## config.mk

```make
export PLATFORM = sky130hd
export DESIGN_NAME = gpfifo_channel_submitter
export DESIGN_NICKNAME = d
export VERILOG_FILES = /design/src/rtl/core/gfs_pkg.sv /design/src/rtl/core/gpfifo_channel_submitter.sv /design/src/rtl/core/gfs_front.sv /design/src/rtl/core/gfs_queue.sv /design/src/rtl/core/gfs_back.sv
export VERILOG_INCLUDE_DIRS = /design/src /design/src/rtl/core
export SDC_FILE = /design/constraint.sdc
export NUM_CORES = 1
export LEC_CHECK = 0
export BUFFER_PORTS_ARGS = -buffer_cell sky130_fd_sc_hd__buf_4
export CAP_MARGIN = 0
export CORE_AREA = 5 5 211 213
export CTS_CLUSTER_DIAMETER = 200
export CTS_CLUSTER_SIZE = 16
export DETAILED_ROUTE_END_ITERATION = 8
export DIE_AREA = 0 0 216 218
export PLACE_DENSITY = 0.85
export SLEW_MARGIN = 25
export SYNTH_ARGS = -nofsm -noshare
export SYNTH_HDL_FRONTEND = slang
export SYNTH_SLANG_ARGS = --single-unit
```

## constraint.sdc

```tcl
create_clock -name clk -period 19.1 [get_ports clk]
set_input_delay 0.955 -clock clk [delete_from_list [all_inputs] [get_ports clk]]
set_output_delay 0.955 -clock clk [all_outputs]
set_load 0.02 [all_outputs]
```

## src/rtl/core/gpfifo_channel_submitter_defines.svh

```systemverilog
// Shared assertion macros for the channel submitter RTL.
`ifndef GPFIFO_CHANNEL_SUBMITTER_DEFINES_SVH
`define GPFIFO_CHANNEL_SUBMITTER_DEFINES_SVH

// Same-cycle implication, sampled on clk, off while in reset.
`define GFS_ASSERT_IMP(lbl, ante, cons, msg) \
  lbl: assert property (@(posedge clk) disable iff (!rst_n) (ante) |-> (cons)) \
    else $error(msg);

// Next-cycle implication, sampled on clk, off while in reset.
`define GFS_ASSERT_NXT(lbl, ante, cons, msg) \
  lbl: assert property (@(posedge clk) disable iff (!rst_n) (ante) |=> (cons)) \
    else $error(msg);

`endif

```

## src/rtl/core/gfs_pkg.sv

```systemverilog
package gfs_pkg;

  localparam int unsigned PB_BYTES_DFLT     = 4096;
  localparam int unsigned RING_ENTRIES_DFLT = 512;
  localparam int unsigned QUEUE_DEPTH       = 2;
  localparam int unsigned VA_BITS           = 40;

  // request kinds on the input channel
  localparam logic [1:0] ACT_RESERVE = 2'd0;
  localparam logic [1:0] ACT_REWIND  = 2'd1;
  localparam logic [1:0] ACT_SUBMIT  = 2'd2;

  // configuration register indexes
  localparam logic [1:0] CFG_CHANNEL_READY = 2'd0;
  localparam logic [1:0] CFG_PB_BASE       = 2'd1;
  localparam logic [1:0] CFG_DB_ENABLED    = 2'd2;
  localparam logic [1:0] CFG_DB_TOKEN      = 2'd3;

  // result status codes
  localparam logic [2:0] ST_OK        = 3'd0;
  localparam logic [2:0] ST_NOT_READY = 3'd1;
  localparam logic [2:0] ST_NO_SPACE  = 3'd2;
  localparam logic [2:0] ST_HOST_BUSY = 3'd3;
  localparam logic [2:0] ST_ADDR_HIGH = 3'd4;

  typedef enum logic [1:0] {
    K_RESERVE,
    K_REWIND,
    K_SUBMIT,
    K_FAIL
  } kind_t;

  // classified request handed from front to back
  typedef struct packed {
    kind_t       kind;
    logic [2:0]  status;      // failure code when kind is K_FAIL
    logic [15:0] rbytes;
    logic [31:0] host_get;
    logic [31:0] entry_low;
    logic [31:0] entry_high;
    logic [12:0] put_bytes;
  } req_t;

  typedef struct packed {
    logic [2:0]  status;
    logic [12:0] granted_offset;
    logic [8:0]  ring_slot;
    logic [31:0] entry_low;
    logic [31:0] entry_high;
    logic [31:0] new_put_count;
    logic [12:0] new_put_bytes;
    logic        doorbell_kick;
  } res_t;

endpackage

```

## src/rtl/core/gpfifo_channel_submitter.sv

```systemverilog
// Command channel pushbuffer / ring entry submitter.
// Input channel (in_valid/in_ready) takes one request per cycle: reserve,
// rewind or submit, with all fields valid on every request. Result channel
// (out_valid/out_ready) returns exactly one result per request, in order,
// carrying a status code and the reserve grant or the submit ring entry.
// Configuration (cfg_we/cfg_index/cfg_wdata) writes the channel-ready flag,
// pushbuffer base, doorbell enable and doorbell token; write only while idle.
// A request passes through the classify register, the request queue and
// the result register before its result is valid.
// Throughput: one request per cycle while out_ready stays high; the back
// end updates fill position and put count as each request is taken.
// Reset clears configuration, fill position and put count; no result is
// pending afterwards. When out_ready is low the result register holds, the
// queue and the front register take up to three more requests, then
// in_ready drops until the receiver takes a result.
module gpfifo_channel_submitter #(
  parameter int unsigned PB_BYTES     = gfs_pkg::PB_BYTES_DFLT,
  parameter int unsigned RING_ENTRIES = gfs_pkg::RING_ENTRIES_DFLT
) (
  input  logic        clk,
  input  logic        rst_n,
  input  logic        cfg_we,
  input  logic [1:0]  cfg_index,
  input  logic [47:0] cfg_wdata,
  input  logic        in_valid,
  output logic        in_ready,
  input  logic [1:0]  in_action,
  input  logic [15:0] in_reserve_bytes,
  input  logic [15:0] in_submit_offset,
  input  logic [15:0] in_submit_length,
  input  logic [31:0] in_host_get,
  output logic        out_valid,
  input  logic        out_ready,
  output logic [2:0]  out_status,
  output logic [12:0] out_granted_offset,
  output logic [8:0]  out_ring_slot,
  output logic [31:0] out_entry_low,
  output logic [31:0] out_entry_high,
  output logic [31:0] out_new_put_count,
  output logic [12:0] out_new_put_bytes,
  output logic        out_doorbell_kick
);
  import gfs_pkg::*;

  logic        chan_rdy_r;
  logic [47:0] pb_base_r;
  logic        db_en_r;
  logic        fq_valid, fq_ready;
  req_t        fq_req;
  logic        qb_valid, qb_ready;
  req_t        qb_req;
  res_t        res;

  always_ff @(posedge clk) begin
    if (!rst_n) begin
      chan_rdy_r <= 1'b0;
      pb_base_r  <= '0;
      db_en_r    <= 1'b0;
    end else if (cfg_we) begin
      unique case (cfg_index)
        CFG_CHANNEL_READY: chan_rdy_r <= cfg_wdata[0];
        CFG_PB_BASE:       pb_base_r  <= cfg_wdata;
        CFG_DB_ENABLED:    db_en_r    <= cfg_wdata[0];
        CFG_DB_TOKEN:      ; // token is not stored in this block
        default:           ;
      endcase
    end
  end

  gfs_front #(
    .PB_BYTES (PB_BYTES)
  ) u_front (
    .clk              (clk),
    .rst_n            (rst_n),
    .in_valid         (in_valid),
    .in_ready         (in_ready),
    .in_action        (in_action),
    .in_reserve_bytes (in_reserve_bytes),
    .in_submit_offset (in_submit_offset),
    .in_submit_length (in_submit_length),
    .in_host_get      (in_host_get),
    .channel_ready    (chan_rdy_r),
    .pb_base          (pb_base_r),
    .req_valid        (fq_valid),
    .req_ready        (fq_ready),
    .req              (fq_req)
  );

  gfs_queue u_queue (
    .clk        (clk),
    .rst_n      (rst_n),
    .push_valid (fq_valid),
    .push_ready (fq_ready),
    .push_data  (fq_req),
    .pop_valid  (qb_valid),
    .pop_ready  (qb_ready),
    .pop_data   (qb_req)
  );

  gfs_back #(
    .PB_BYTES     (PB_BYTES),
    .RING_ENTRIES (RING_ENTRIES)
  ) u_back (
    .clk              (clk),
    .rst_n            (rst_n),
    .req_valid        (qb_valid),
    .req_ready        (qb_ready),
    .req              (qb_req),
    .doorbell_enabled (db_en_r),
    .out_valid        (out_valid),
    .out_ready        (out_ready),
    .res              (res)
  );

  assign out_status         = res.status;
  assign out_granted_offset = res.granted_offset;
  assign out_ring_slot      = res.ring_slot;
  assign out_entry_low      = res.entry_low;
  assign out_entry_high     = res.entry_high;
  assign out_new_put_count  = res.new_put_count;
  assign out_new_put_bytes  = res.new_put_bytes;
  assign out_doorbell_kick  = res.doorbell_kick;

endmodule

```

## src/rtl/core/gfs_front.sv

```systemverilog
module gfs_front #(
  parameter int unsigned PB_BYTES = gfs_pkg::PB_BYTES_DFLT
) (
  input  logic              clk,
  input  logic              rst_n,
  input  logic              in_valid,
  output logic              in_ready,
  input  logic [1:0]        in_action,
  input  logic [15:0]       in_reserve_bytes,
  input  logic [15:0]       in_submit_offset,
  input  logic [15:0]       in_submit_length,
  input  logic [31:0]       in_host_get,
  input  logic              channel_ready,
  input  logic [47:0]       pb_base,
  output logic              req_valid,
  input  logic              req_ready,
  output gfs_pkg::req_t     req
);
  import gfs_pkg::*;

  `include "gpfifo_channel_submitter_defines.svh"

  logic        fv_r;
  req_t        req_r;
  req_t        dec;
  logic [16:0] range_end;
  logic [48:0] addr;
  logic [16:0] len_p3;

  assign range_end = {1'b0, in_submit_offset} + {1'b0, in_submit_length};
  assign addr      = {1'b0, pb_base} + 49'(in_submit_offset);
  assign len_p3    = {1'b0, in_submit_length} + 17'd3;

  always_comb begin
    dec            = '0;
    dec.rbytes     = in_reserve_bytes;
    dec.host_get   = in_host_get;
    dec.entry_low  = {addr[31:2], 2'b00};
    // sync 31 = 0, dword count at 30:10, level 9 = 0, addr 39:32 at 7:0
    dec.entry_high = {1'b0, 6'b0, len_p3[16:2], 1'b0, 1'b0, addr[39:32]};
    dec.put_bytes  = range_end[12:0];
    dec.kind       = K_FAIL;
    dec.status     = ST_NO_SPACE;
    if (!channel_ready) begin
      dec.status = ST_NOT_READY;
    end else begin
      unique case (in_action)
        ACT_RESERVE: dec.kind = K_RESERVE;
        ACT_REWIND:  dec.kind = K_REWIND;
        ACT_SUBMIT: begin
          if (in_submit_length == 16'd0 || range_end > 17'(PB_BYTES)) begin
            dec.status = ST_NO_SPACE;
          end else if (addr[48:VA_BITS] != '0) begin
            dec.status = ST_ADDR_HIGH;
          end else begin
            dec.kind = K_SUBMIT;
          end
        end
        default: dec.status = ST_NO_SPACE;
      endcase
    end
  end

  assign in_ready  = !fv_r || req_ready;
  assign req_valid = fv_r;
  assign req       = req_r;

  always_ff @(posedge clk) begin
    if (!rst_n) begin
      fv_r <= 1'b0;
    end else if (in_ready) begin
      fv_r <= in_valid;
    end
  end

  always_ff @(posedge clk) begin
    if (in_valid && in_ready) begin
      req_r <= dec;
    end
  end

  `GFS_ASSERT_IMP(a_fail_has_code, fv_r && req_r.kind == K_FAIL, req_r.status != ST_OK, "failed request without error code")

endmodule

```

## src/rtl/core/gfs_queue.sv

```systemverilog
module gfs_queue (
  input  logic          clk,
  input  logic          rst_n,
  input  logic          push_valid,
  output logic          push_ready,
  input  gfs_pkg::req_t push_data,
  output logic          pop_valid,
  input  logic          pop_ready,
  output gfs_pkg::req_t pop_data
);
  import gfs_pkg::*;

  `include "gpfifo_channel_submitter_defines.svh"

  localparam int unsigned PtrW = $clog2(QUEUE_DEPTH);
  localparam int unsigned CntW = $clog2(QUEUE_DEPTH + 1);

  req_t            mem_r [QUEUE_DEPTH];
  logic [PtrW-1:0] wr_ptr_r;
  logic [PtrW-1:0] rd_ptr_r;
  logic [CntW-1:0] cnt_r;
  logic            push;
  logic            pop;

  assign push_ready = cnt_r != CntW'(QUEUE_DEPTH);
  assign pop_valid  = cnt_r != '0;
  assign pop_data   = mem_r[rd_ptr_r];
  assign push       = push_valid && push_ready;
  assign pop        = pop_valid && pop_ready;

  always_ff @(posedge clk) begin
    if (!rst_n) begin
      wr_ptr_r <= '0;
      rd_ptr_r <= '0;
      cnt_r    <= '0;
    end else begin
      if (push) begin
        wr_ptr_r <= (wr_ptr_r == PtrW'(QUEUE_DEPTH - 1)) ? '0 : wr_ptr_r + 1'b1;
      end
      if (pop) begin
        rd_ptr_r <= (rd_ptr_r == PtrW'(QUEUE_DEPTH - 1)) ? '0 : rd_ptr_r + 1'b1;
      end
      if (push && !pop) begin
        cnt_r <= cnt_r + 1'b1;
      end else if (pop && !push) begin
        cnt_r <= cnt_r - 1'b1;
      end
    end
  end

  always_ff @(posedge clk) begin
    if (push) begin
      mem_r[wr_ptr_r] <= push_data;
    end
  end

  `GFS_ASSERT_IMP(a_cnt_bound, 1'b1, cnt_r <= CntW'(QUEUE_DEPTH), "queue count past depth")
  `GFS_ASSERT_NXT(a_cnt_hold, !push && !pop, $stable(cnt_r), "queue count moved while idle")

endmodule

```

## src/rtl/core/gfs_back.sv

```systemverilog
module gfs_back #(
  parameter int unsigned PB_BYTES     = gfs_pkg::PB_BYTES_DFLT,
  parameter int unsigned RING_ENTRIES = gfs_pkg::RING_ENTRIES_DFLT
) (
  input  logic          clk,
  input  logic          rst_n,
  input  logic          req_valid,
  output logic          req_ready,
  input  gfs_pkg::req_t req,
  input  logic          doorbell_enabled,
  output logic          out_valid,
  input  logic          out_ready,
  output gfs_pkg::res_t res
);
  import gfs_pkg::*;

  `include "gpfifo_channel_submitter_defines.svh"

  localparam int unsigned FW   = $clog2(PB_BYTES + 1);
  localparam int unsigned RW   = $clog2(RING_ENTRIES);
  localparam int unsigned SumW = ((FW + 1) > 16 ? (FW + 1) : 16) + 1;

  logic [FW-1:0]   fill_r, fill_nxt;
  logic [31:0]     put_r, put_nxt;
  logic [RW-1:0]   slot_r, slot_nxt;
  logic            ov_r;
  res_t            res_r, res_nxt;
  logic [SumW-1:0] aligned;
  logic [SumW-1:0] end_pos;
  logic [31:0]     slot_ext;
  logic            pop;

  // round fill position up to a dword, then check the grant fits
  assign aligned  = (SumW'(fill_r) + SumW'(3)) & ~SumW'(3);
  assign end_pos  = aligned + SumW'(req.rbytes);
  assign slot_ext = 32'(slot_r);

  assign req_ready = !ov_r || out_ready;
  assign pop       = req_valid && req_ready;
  assign out_valid = ov_r;
  assign res       = res_r;

  always_comb begin
    res_nxt  = '0;
    fill_nxt = fill_r;
    put_nxt  = put_r;
    slot_nxt = slot_r;
    unique case (req.kind)
      K_RESERVE: begin
        if (end_pos <= SumW'(PB_BYTES)) begin
          res_nxt.status         = ST_OK;
          res_nxt.granted_offset = aligned[12:0];
          fill_nxt               = end_pos[FW-1:0];
        end else begin
          res_nxt.status = ST_NO_SPACE;
        end
      end
      K_REWIND: begin
        if (fill_r != '0 && req.host_get != put_r) begin
          res_nxt.status = ST_HOST_BUSY;
        end else begin
          res_nxt.status = ST_OK;
          fill_nxt       = '0;
        end
      end
      K_SUBMIT: begin
        // slot_r tracks put_r modulo the ring size
        put_nxt                = put_r + 32'd1;
        slot_nxt               = (slot_r == RW'(RING_ENTRIES - 1)) ? '0 : slot_r + 1'b1;
        res_nxt.status         = ST_OK;
        res_nxt.ring_slot      = slot_ext[8:0];
        res_nxt.entry_low      = req.entry_low;
        res_nxt.entry_high     = req.entry_high;
        res_nxt.new_put_count  = put_nxt;
        res_nxt.new_put_bytes  = req.put_bytes;
        res_nxt.doorbell_kick  = doorbell_enabled;
      end
      K_FAIL: res_nxt.status = req.status;
      default: res_nxt.status = req.status;
    endcase
  end

  always_ff @(posedge clk) begin
    if (!rst_n) begin
      fill_r <= '0;
      put_r  <= '0;
      slot_r <= '0;
      ov_r   <= 1'b0;
    end else begin
      if (req_ready) begin
        ov_r <= req_valid;
      end
      if (pop) begin
        fill_r <= fill_nxt;
        put_r  <= put_nxt;
        slot_r <= slot_nxt;
      end
    end
  end

  always_ff @(posedge clk) begin
    if (pop) begin
      res_r <= res_nxt;
    end
  end

  `GFS_ASSERT_IMP(a_fill_bound, 1'b1, fill_r <= FW'(PB_BYTES), "fill position past pushbuffer end")
  `GFS_ASSERT_IMP(a_slot_bound, 1'b1, slot_r <= RW'(RING_ENTRIES - 1), "ring slot out of range")
  `GFS_ASSERT_NXT(a_put_hold, !(pop && req.kind == K_SUBMIT), $stable(put_r), "put count moved without submit")

endmodule

```

==> results.py, run 1 <==
metrics = {
    "status": {
        "status": "finished clean",
    },
    "timing": {
        "setup_violations": 0,
        "setup-tns-final_ps": 0,
        "tightestPinTransition_ps": 996.8,
        "fin_crit_sh_pct": 25.31,
        "rsz0062_at_grt": "false",
        "max_freq_ghz": 0.2069,
        "finalWorstSetupSlack_ps": 14270,
        "finalHoldViolCount": 0,
        "max_slew_margin_pct": 33.54,
        "skew_ps": 16.93,
        "slew_viol_final": 0,
        "whs_ps": 434.9,
        "finalCriticalPeriod_ps": 4834,
    },
    "global_route": {
        "antenna_found_initial": 0,
        "grt_pass1_vias": 15390,
        "grt_usage_pct": 22.30,
        "grt.overflow.total": 0,
        "grt_max_degree": 107,
        "grt_pass1_wl_um": 83210,
    },
    "place": {
        "dp_hpwl_um": 37060,
        "gp_congestion": 0.8880,
        "io_buffer_count": 260,
        "pre_cts_slack_ps": 14270,
        "place_area_mm2": 0.02735,
    },
    "yosys": {
        "synthXorXnorAreaFrac_pct": 5.747,
        "synth_edf_count": 479,
        "synth_top_cell_area_share_pct": 57.55,
        "synth-seq-cells": 590,
        "synth_top_family_by_area": "simple AND/OR/NAND/NOR gates",
        "synth_flop_cell": "edfxtp_1",
        "synth_compound_gate_area_share_pct": 5.932,
        "synth_cell_types": 64,
        "synthSimpleGateAreaFrac_pct": 11.64,
        "muxShareOfSynthArea_pct": 5.652,
        "syn_area_per_cell_um2": 13.27,
        "synth_fa_ha_area_share_pct": 2.513,
        "synthTopCellsByArea": "edfxtp_1, dfxtp_1, mux2i_1",
        "yosysTopAreaCell": "edfxtp_1",
        "async_flop_share_pct": 0,
        "syn-cell-area_mm2": 0.02499,
        "yosysSeqAreaShare_pct": 66.44,
        "ys_warn_count": 0,
        "synth_cells": 1884,
    },
    "pwr": {
        "powerDensity_mw_per_mm2": 115.2,
        "p_leak_nw": 10.11,
        "ir_drop_mv": 0.08628,
    },
    "clocking": {
        "cts.htree.levels": 2,
        "clkLatencyLatePin_ps": 570,
        "path_clk_slew_ps": 70,
        "ctsResizeCount": 0,
        "cts_hold_buffers": 0,
        "cts_tree": "built",
        "clock-sinks": 590,
        "post_cts_buffers": 0,
        "numCtsBuffers": 42,
        "clockRootBuffer": "clkbuf_16",
        "clockBufferDepth": 3,
    },
    "flow_run": {
        "cap_violations": 0,
    },
    "final_layout": {
        "final_nets": 2309,
        "stdcell_area_mm2": 0.02856,
        "fill_cells": 2941,
        "drive_gt1_share_pct": 16.47,
        "synthToLayoutAreaGrowth_pct": 14.29,
        "post-route-util_pct": 67.20,
    },
    "worst_setup_path": {
        "cpMaxStageDelayCell": "buf_4",
        "critPathMaxStageDelay_ps": 820,
        "required_ps": 19580,
        "cp_cell_sequence": "buf_4 > buf_4 > mux2i_1 > xnor2_1 > nor4_1 > nand4_1 > o21ai_1 > nand3_1 > nor3_4 > mux2i_1",
        "cp-start-kind": "register",
        "arrival_ps": 5320,
        "critPathMaxFanout": 51,
        "cp-end-kind": "register",
        "path_class": "reg2reg",
    },
    "routing": {
        "wl_um": 53030,
        "detail-route-antenna-nets": 0,
        "remaining_drc_errors": 0,
        "route.vias.total": 15280,
        "drtPass1Iterations": 6,
        "drt-initial-drc-count": 1142,
        "wl_per_cell_um": 19.63,
        "via_per_inst": 5.654,
    },
    "die": {
        "die_x_um": 216,
        "start_util_pct": 58.80,
        "dieHeight_um": 218,
        "dieArea_mm2": 0.04709,
        "io_pins": 274,
        "core_mm2": 0.04251,
        "rows": 76,
    },
    "hold_path": {
        "hold_path_class": "reg2reg",
    },
}
area by class of cell:
type / instances / area (µm²) / share of cell area (%)
diodes: 1 / 2.502 / 0.008760
clock buffers: 75 / 1206 / 4.223
clock inverters: 1 / 8.758 / 0.03066
inverters: 20 / 77.57 / 0.2716
multi-input cells: 1198 / 7943 / 27.81
flip-flops and latches: 590 / 16610 / 58.15
well taps: 546 / 683.2 / 2.392
repair buffers: 271 / 2034 / 7.122
worst paths after layout:
kind / startpoint / to / slack [ps] / cells after the start
max: register / u_back.fill_r[3] / 14270 / 10
min: u_front.req[77] / u_queue.mem_r[1][66] / 430 / 0
min reg2reg: u_front.req[77] / u_queue.mem_r[1][66] / 430 / 0
max reg2reg: register / u_back.fill_r[3] / 14270 / 10
synth_stat cells (12+ instances only):
library cell and n:
edfxtp_1 479, nand2_1 207, nor2_1 148, mux2i_1 122, xnor2_1 119, dfxtp_1 111, a21boi_0 65, clkbuf_1 53
nand3_1 53, a21oi_1 49, ha_1 47, xor2_1 45, o21ai_0 43, and3_1 34, and2_1 33, or3_1 22
nand4_1 21, inv_1 20, nor4_1 20, nor2b_1 19, buf_4 17, mux2_2 17, nor3_1 16, buf_2 12
layout by cell type (no fill, tap or decap), types with 7 or more instances in the layout:
cell type,instances
o21ai_0,43
xnor2_1,119
a21o_1,9
o211ai_1,7
ha_1,47
or3_1,22
a31oi_1,9
nand4_1,21
edfxtp_1,479
xor2_1,45
buf_4,271
nor2_1,146
inv_1,19
and2_1,32
clkbuf_16,43
and3_1,33
nor4_1,20
clkbuf_1,31
nor2b_1,19
mux2i_1,122
dfxtp_1,110
mux2_2,17
nor3_1,16
a21boi_0,65
nand2_1,206
conb_1,13
a21oi_1,49
nand3_1,53
and4_1,8
power by group:
part	internal [W]	leakage (nW)	switching [W]
Sequential	0.00162	5.45	0.0000843
Clock	0.000428	0.578	0.000412
Combinational	0.000287	4.09	0.000464
Total	0.00233	10.1	0.000961
cell families (layout without fill, tap and decap cells):
group,count (synthesis),in the layout
muxes,139,139
AOI/OAI and AO/OA,224,224
xor gates and xnor gates,164,164
adders and majority gates,49,49
DFF,590,590
buffers and inverters,108,367
and+or+nand+nor,609,609
other,1,14
per-stage QoR:
stage	total power, W	cells
floorplan	0.002203	1896
global route	0.003435	2701
detailed placement	0.002484	2625
finish	0.003292	2702
global placement	0.002464	2625
CTS	0.003318	2701
registers in the layout (all words and copies together) (netlist names), named ones only:
name / cells
u_queue.cnt_r: 2
u_front.req_valid: 1
u_back.out_valid: 1
u_queue.wr_ptr_r: 1
u_queue.mem_r: 238
chan_rdy_r: 1
u_back.put_r: 32
db_en_r: 1
u_front.req: 119
pb_base_r: 48
u_back.slot_r: 9
u_back.fill_r: 13
u_queue.rd_ptr_r: 1
u_back.res: 122
metal layers:
metal | routed length (µm) | vias up | global-route usage [%]
met2 | 25800 | 470 | 37.63
met1 | 22590 | 7404 | 29.90
met4 | 1632 | 0 | 6.848
li1 | - | 7300 | -
met5 | 0 | - | 0
met3 | 3006 | 102 | 4.054
worst max-delay path: cells and delay by family, from the launching register on:
kind,cells,cell delay [ps]
xor gates and xnor gates,1,100
buffers and inverters,2,1540
AOI/OAI and AO/OA,1,380
and+or+nand+nor,4,1460
DFF,1,610
muxes,2,590
Power figures use the tool's default switching activity.
==> run 2, diff against run 1 <==
- CORE_AREA: 5 5 211 213 -> 5 5 224 226
- DIE_AREA: 0 0 216 218 -> 0 0 229 231
- PLACE_DENSITY: 0.85 -> 0.8
- clock period: 19.1 -> 4.3 ns (I/O delays scaled with it)
==> run 2 against run 1 <==
Against the previous run: clock power rose to 4.5 times the previous value; clock skew down 2.6 ps; via count grew 3.1%; fmax rose by 23%; combinational power rose to 4.6 times the previous value; largest power group unchanged; design area is 4.7% higher; routed wire length is 4.3% higher; global-route usage decreased by 1.6 points; largest cell class unchanged; count of clock-buffer cells in the layout grew 1.
==> results.py, run 2 (synthesis results as in run 1) <==
metrics = {
    "timing": {
        "skew_ps": 14.28,
        "finalCriticalPeriod_ps": 3933,
        "fin_crit_sh_pct": 91.47,
        "setup_violations": 0,
        "slew_viol_final": 0,
        "setup-tns-final_ps": 0,
        "max_slew_margin_pct": 32.22,
        "max_freq_ghz": 0.2543,
        "tightestPinTransition_ps": 1004,
        "rsz0062_at_grt": "false",
        "whs_ps": 48.58,
        "finalHoldViolCount": 0,
    },
    "final_layout": {
        "multi_input_area_mm2": 0.007948,
        "largest_register_ffs": 238,
        "drive_gt1_share_pct": 15.71,
        "antennaDiodeCount": 0,
        "fill_cells": 3528,
        "top_register": "u_queue.mem_r",
        "synthToLayoutAreaGrowth_pct": 19.66,
        "layout_commonest_cell": "edfxtp_1",
        "final_nets": 2425,
        "most-common-layout-cells": "edfxtp_1, buf_4, nand2_1, nor2_1, mux2i_1",
        "final-seq-area_mm2": 0.01661,
    },
    "worst_setup_path": {
        "path_depth": 10,
        "r2r_cells": 10,
        "cp_cell_sequence": "buf_12 > mux2i_1 > xnor2_1 > nor4_1 > nand4_1 > o21ai_1 > nand3_1 > nor3_4 > buf_4 > mux2i_1",
        "path_common_cell": "mux2i_1",
        "setup.worst_path.end": "u_back.fill_r[5]",
        "critPathMaxStageDelay_ps": 610,
        "critPathMaxFanout": 99,
        "reg2reg_setup_slack_ps": 370,
        "cpMaxStageDelayCell": "dfxtp_4",
        "path_class": "reg2reg",
        "cp-end-kind": "register",
        "cp_num_buf_inv": 2,
        "required_ps": 4790,
        "cp-start-kind": "register",
        "regToRegEndpoint": "u_back.fill_r[5]",
        "critPathTopFamily": "simple AND/OR/NAND/NOR gates",
        "arrival_ps": 4430,
    },
    "routing": {
        "via_per_inst": 5.440,
        "drt-initial-drc-count": 1316,
        "wl_per_cell_um": 19.11,
        "route.vias.total": 15740,
        "detail-route-antenna-nets": 0,
        "wl_um": 55310,
        "remaining_drc_errors": 0,
        "drtPass1Iterations": 7,
    },
    "global_route": {
        "use_met1_pct": 27.57,
        "antenna_found_initial": 0,
        "use_met2_pct": 35.15,
        "grt_pass1_wl_um": 87260,
        "grt_max_degree": 124,
        "grt_usage_pct": 20.71,
        "top_usage_layer": "met2",
        "use_met3_pct": 3.530,
        "grt.overflow.total": 0,
        "grt_pass1_vias": 15670,
    },
    "clocking": {
        "clockRootBuffer": "clkbuf_16",
        "post_cts_buffers": 0,
        "clock-sinks": 590,
        "clkLatencyLatePin_ps": 580,
        "numCtsBuffers": 42,
        "cts.htree.levels": 2,
        "ctsResizeCount": 0,
        "path_clk_slew_ps": 70,
        "clockBufferDepth": 3,
        "cts_tree": "built",
    },
    "pwr": {
        "p_leak_nw": 10.62,
        "powerDensity_mw_per_mm2": 494.6,
        "switching_share_pct": 29.35,
        "power.switching_w": 0.004340,
        "pwr-share-seq_pct": 51.0,
        "internal_power_w": 0.01045,
        "ir_drop_mv": 0.5009,
        "p_clk_share_pct": 25.4,
        "pwr-share-comb_pct": 23.6,
    },
    "hold_path": {
        "hold_path_class": "in2reg",
    },
    "die": {
        "rows": 81,
        "start_util_pct": 51.92,
        "die_x_um": 229,
        "dieHeight_um": 231,
        "dieArea_mm2": 0.05290,
        "io_pins": 274,
        "core_mm2": 0.04814,
    },
    "place": {
        "gp_congestion": 0.9167,
        "io_buffer_count": 260,
        "dp_hpwl_um": 37010,
    },
    "status": {
        "status": "finished clean",
    },
    "flow_run": {
        "cap_violations": 0,
    },
}
[run 2: tightest hold or removal path: stages]
cell and delay, ps:
buf_4 110, nor2_4 100, nand2_1 80, a21boi_0 60
[run 2: power by group through the flow]
stage / Combinational [W] / Clock (W) / Sequential, W
6_report: 0.00349 / 0.00376 / 0.00754
5_1_grt: 0.00375 / 0.00409 / 0.00761
4_1_cts: 0.00354 / 0.00385 / 0.00755
3_5_place_dp: 0.00344 / 0 / 0.00767
3_3_place_gp: 0.00339 / 0 / 0.00765
2_1_floorplan: 0.00169 / 0 / 0.00807
[run 2: repair_timing]
| action | in CTS | in global routing |
|---|---|---|
| hold buffers | 114 | 0 |
| endpoints found under the setup margin | 0 | 8 |
| endpoints found under the hold margin | 116 | 0 |
[run 2: worst min-delay path by stage]
stage | startpoint | endpoint | cells past startpoint
after floorplan | in_host_get[23] | u_front.req[100] | 0
after global placement | in_reserve_bytes[9] | u_front.req[118] | 1
after detailed placement | in_host_get[9] | u_front.req[86] | 1
after CTS | out_ready | u_back.out_valid | 3
after global routing | cfg_index[1] | pb_base_r[3] | 4
final | cfg_index[1] | pb_base_r[1] | 4
[run 2: area by class of cell]
type / count / area share, %
multi-input combinational: 1198 / 26.58
tap: 622 / 2.602
clock buffer: 76 / 4.046
sequential: 590 / 55.54
inverter: 20 / 0.2636
clock inverter: 1 / 0.02929
timing repair buffer: 387 / 10.94
[run 2: per-layer routing]
layer  vias up  routed length, µm
met2       505              26950
met3       119               3094
met5         -                  0
li1       7543                  -
met4         0               1762
met1      7575              23500
[run 2: through the flow]
step                utilization, %  instance area [µm²]  std cells  total power (W)  setup slack, ps
floorplan                        -                25040       1896         0.009755            54.62
global placement             57.18                27530       2703          0.01104            325.1
detailed placement           57.18                27530       2703          0.01111            159.5
CTS                          62.08                29890       2894          0.01494            138.5
global route                 62.12                29910       2894          0.01545            18.85
finish                       62.12                29910       2894          0.01479            367.0
==> run 3, diff against run 2 <==
- CORE_AREA: 5 5 224 226 -> 5 5 190 265
- DIE_AREA: 0 0 229 231 -> 0 0 195 270
- PLACE_DENSITY: 0.8 -> 0.81
==> run 3 against run 2 <==
Against the previous run: global-route usage is 0.16 points lower; setup slack better by 57 ps; fmax is 1.5% higher; critical endpoint is now u_back.fill_r[3]; sequential power hardly changed; register-to-register slack better by 60 ps; highest routed layer unchanged; largest power group unchanged; design area is 0.24% lower.
==> results.py, run 3 (synthesis results as in run 1) <==
metrics = {
    "pwr": {
        "powerDensity_mw_per_mm2": 493.4,
        "pwr-share-seq_pct": 51.3,
        "p_leak_nw": 10.60,
        "ir_drop_mv": 0.3886,
        "internal_power_w": 0.01044,
        "switching_share_pct": 29.06,
        "total_power_w": 0.01472,
        "p_clk_share_pct": 25.1,
        "power.switching_w": 0.004278,
        "pwr-share-comb_pct": 23.6,
    },
    "worst_setup_path": {
        "cpMaxStageDelayCell": "o31ai_1",
        "reg2reg_setup_slack_ps": 420,
        "arrival_ps": 4350,
        "cp-start-kind": "register",
        "required_ps": 4770,
        "cp-end-kind": "register",
        "cp_cell_sequence": "nor2_1 > nor2b_1 > and4_1 > nand3_1 > nor2_1 > nand2_1 > xnor2_1 > ha_1 > a211oi_1 > nand2_1 > o31ai_1 > o21ai_0 > xor2_1 > a21oi_1 > nor3_4 > buf_4 > mux2i_1",
        "critPathMaxFanout": 13,
        "path_class": "reg2reg",
        "critPathMaxStageDelay_ps": 390,
    },
    "global_route": {
        "grt_pass1_wl_um": 86420,
        "grt_pass1_vias": 15780,
        "grt.overflow.total": 0,
        "grt_usage_pct": 20.56,
        "grt_max_degree": 121,
        "antenna_found_initial": 0,
    },
    "routing": {
        "wl_um": 55640,
        "via_per_inst": 5.369,
        "drtPass1Iterations": 7,
        "wl_per_cell_um": 19.19,
        "route.vias.total": 15570,
        "drt-initial-drc-count": 881,
        "remaining_drc_errors": 0,
        "detail-route-antenna-nets": 0,
    },
    "final_layout": {
        "most-common-layout-cells": "edfxtp_1, buf_4, nand2_1, nor2_1, mux2i_1",
        "drive_gt1_share_pct": 15.99,
        "synthToLayoutAreaGrowth_pct": 19.37,
        "top_register": "u_queue.mem_r",
        "antennaDiodeCount": 0,
        "layout_commonest_cell": "edfxtp_1",
        "final_nets": 2423,
        "largest_register_ffs": 238,
        "stdcell_area_mm2": 0.02983,
    },
    "clocking": {
        "numCtsBuffers": 42,
        "clockBufferDepth": 3,
        "clock-sinks": 590,
        "ctsResizeCount": 0,
        "cts.htree.levels": 2,
        "clockRootBuffer": "clkbuf_16",
        "cts_tree": "built",
        "clkLatencyLatePin_ps": 550,
        "path_clk_slew_ps": 70,
    },
    "status": {
        "status": "finished clean",
    },
    "die": {
        "die_x_um": 195,
        "io_pins": 274,
        "dieArea_mm2": 0.05265,
        "dieHeight_um": 270,
        "rows": 95,
        "start_util_pct": 52.30,
        "core_mm2": 0.04778,
    },
    "timing": {
        "skew_ps": 17.30,
        "finalCriticalPeriod_ps": 3876,
        "max_slew_margin_pct": 37.87,
        "setup-tns-final_ps": 0,
        "finalHoldViolCount": 0,
        "rsz0062_at_grt": "false",
        "setup_violations": 0,
        "whs_ps": 30.17,
        "tightestPinTransition_ps": 932.0,
        "finalWorstSetupSlack_ps": 424.3,
        "slew_viol_final": 0,
        "fin_crit_sh_pct": 90.13,
        "max_freq_ghz": 0.2580,
    },
    "flow_run": {
        "cap_violations": 0,
    },
    "hold_path": {
        "hold_path_class": "in2reg",
    },
    "place": {
        "place_area_mm2": 0.02755,
        "dp_hpwl_um": 38690,
        "io_buffer_count": 260,
        "gp_congestion": 0.9159,
        "pre_cts_slack_ps": 449.5,
    },
}
==> run 3: power groups by stage <==
| stage | clock network (W) | registers (W) | logic [W] |
|---|---|---|---|
| 2_1_floorplan | 0 | 0.00807 | 0.00169 |
| 3_3_place_gp | 0 | 0.00765 | 0.00337 |
| 3_5_place_dp | 0 | 0.00768 | 0.00342 |
| 4_1_cts | 0.00380 | 0.00756 | 0.00351 |
| 5_1_grt | 0.00404 | 0.00762 | 0.00371 |
| 6_report | 0.00370 | 0.00755 | 0.00347 |
==> run 3: layout make-up <==
class / instances / area [µm²]
clock buffers: 76 / 1210
clock inverters: 1 / 8.758
fillers: 3605 / 17950
inverters: 20 / 78.83
multi-input cells: 1198 / 7943
flip-flops and latches: 590 / 16610
well taps: 630 / 788.3
repair buffers: 385 / 3197
==> run 3: critical path: cells and delay by family, from the launching register on <==
kind	cells	cell delay (ps)
buffers and inverters	1	260
multiplexers	1	220
AND/OR/NAND/NOR	8	1130
AO/OA/AOI/OAI	4	1040
XOR/XNOR	2	410
adder cells (fa/ha/maj)	1	380
flip-flops	1	360
==> run 3: per-layer routing <==
| layer | up-vias | part of all wire (%) | GRT usage [%] | wire length (µm) |
|---|---|---|---|---|
| met5 | - | 0 | 0 | 0 |
| met4 | 0 | 3.4 | 6.728 | 1880 |
| met3 | 108 | 4.6 | 2.558 | 2538 |
| met2 | 449 | 52 | 37.16 | 29120 |
| met1 | 7492 | 40 | 25.62 | 22110 |
| li1 | 7521 | - | - | - |
==> run 3: worst paths after layout <==
path	start	cells after the start	endpoint
max	u_back.fill_r[0]	17	u_back.fill_r[3]
min	in_submit_length[5]	2	u_front.req[26]
max reg2reg	u_back.fill_r[0]	17	u_back.fill_r[3]
min reg2reg	u_front.req[34]	0	u_queue.mem_r[1][32]
==> run 3: repair_timing <==
action	CTS	global route
hold buffers	106	0
hold endpoints to repair	109	0
setup buffers	0	0
==> run 3: stage by stage <==
stage / instances / utilization [%]
after global placement: 2717 / 57.66
after detailed placement: 2717 / 57.66
final: 2900 / 62.44
after global routing: 2900 / 62.44
after CTS: 2900 / 62.43
after floorplan: 1896 / -
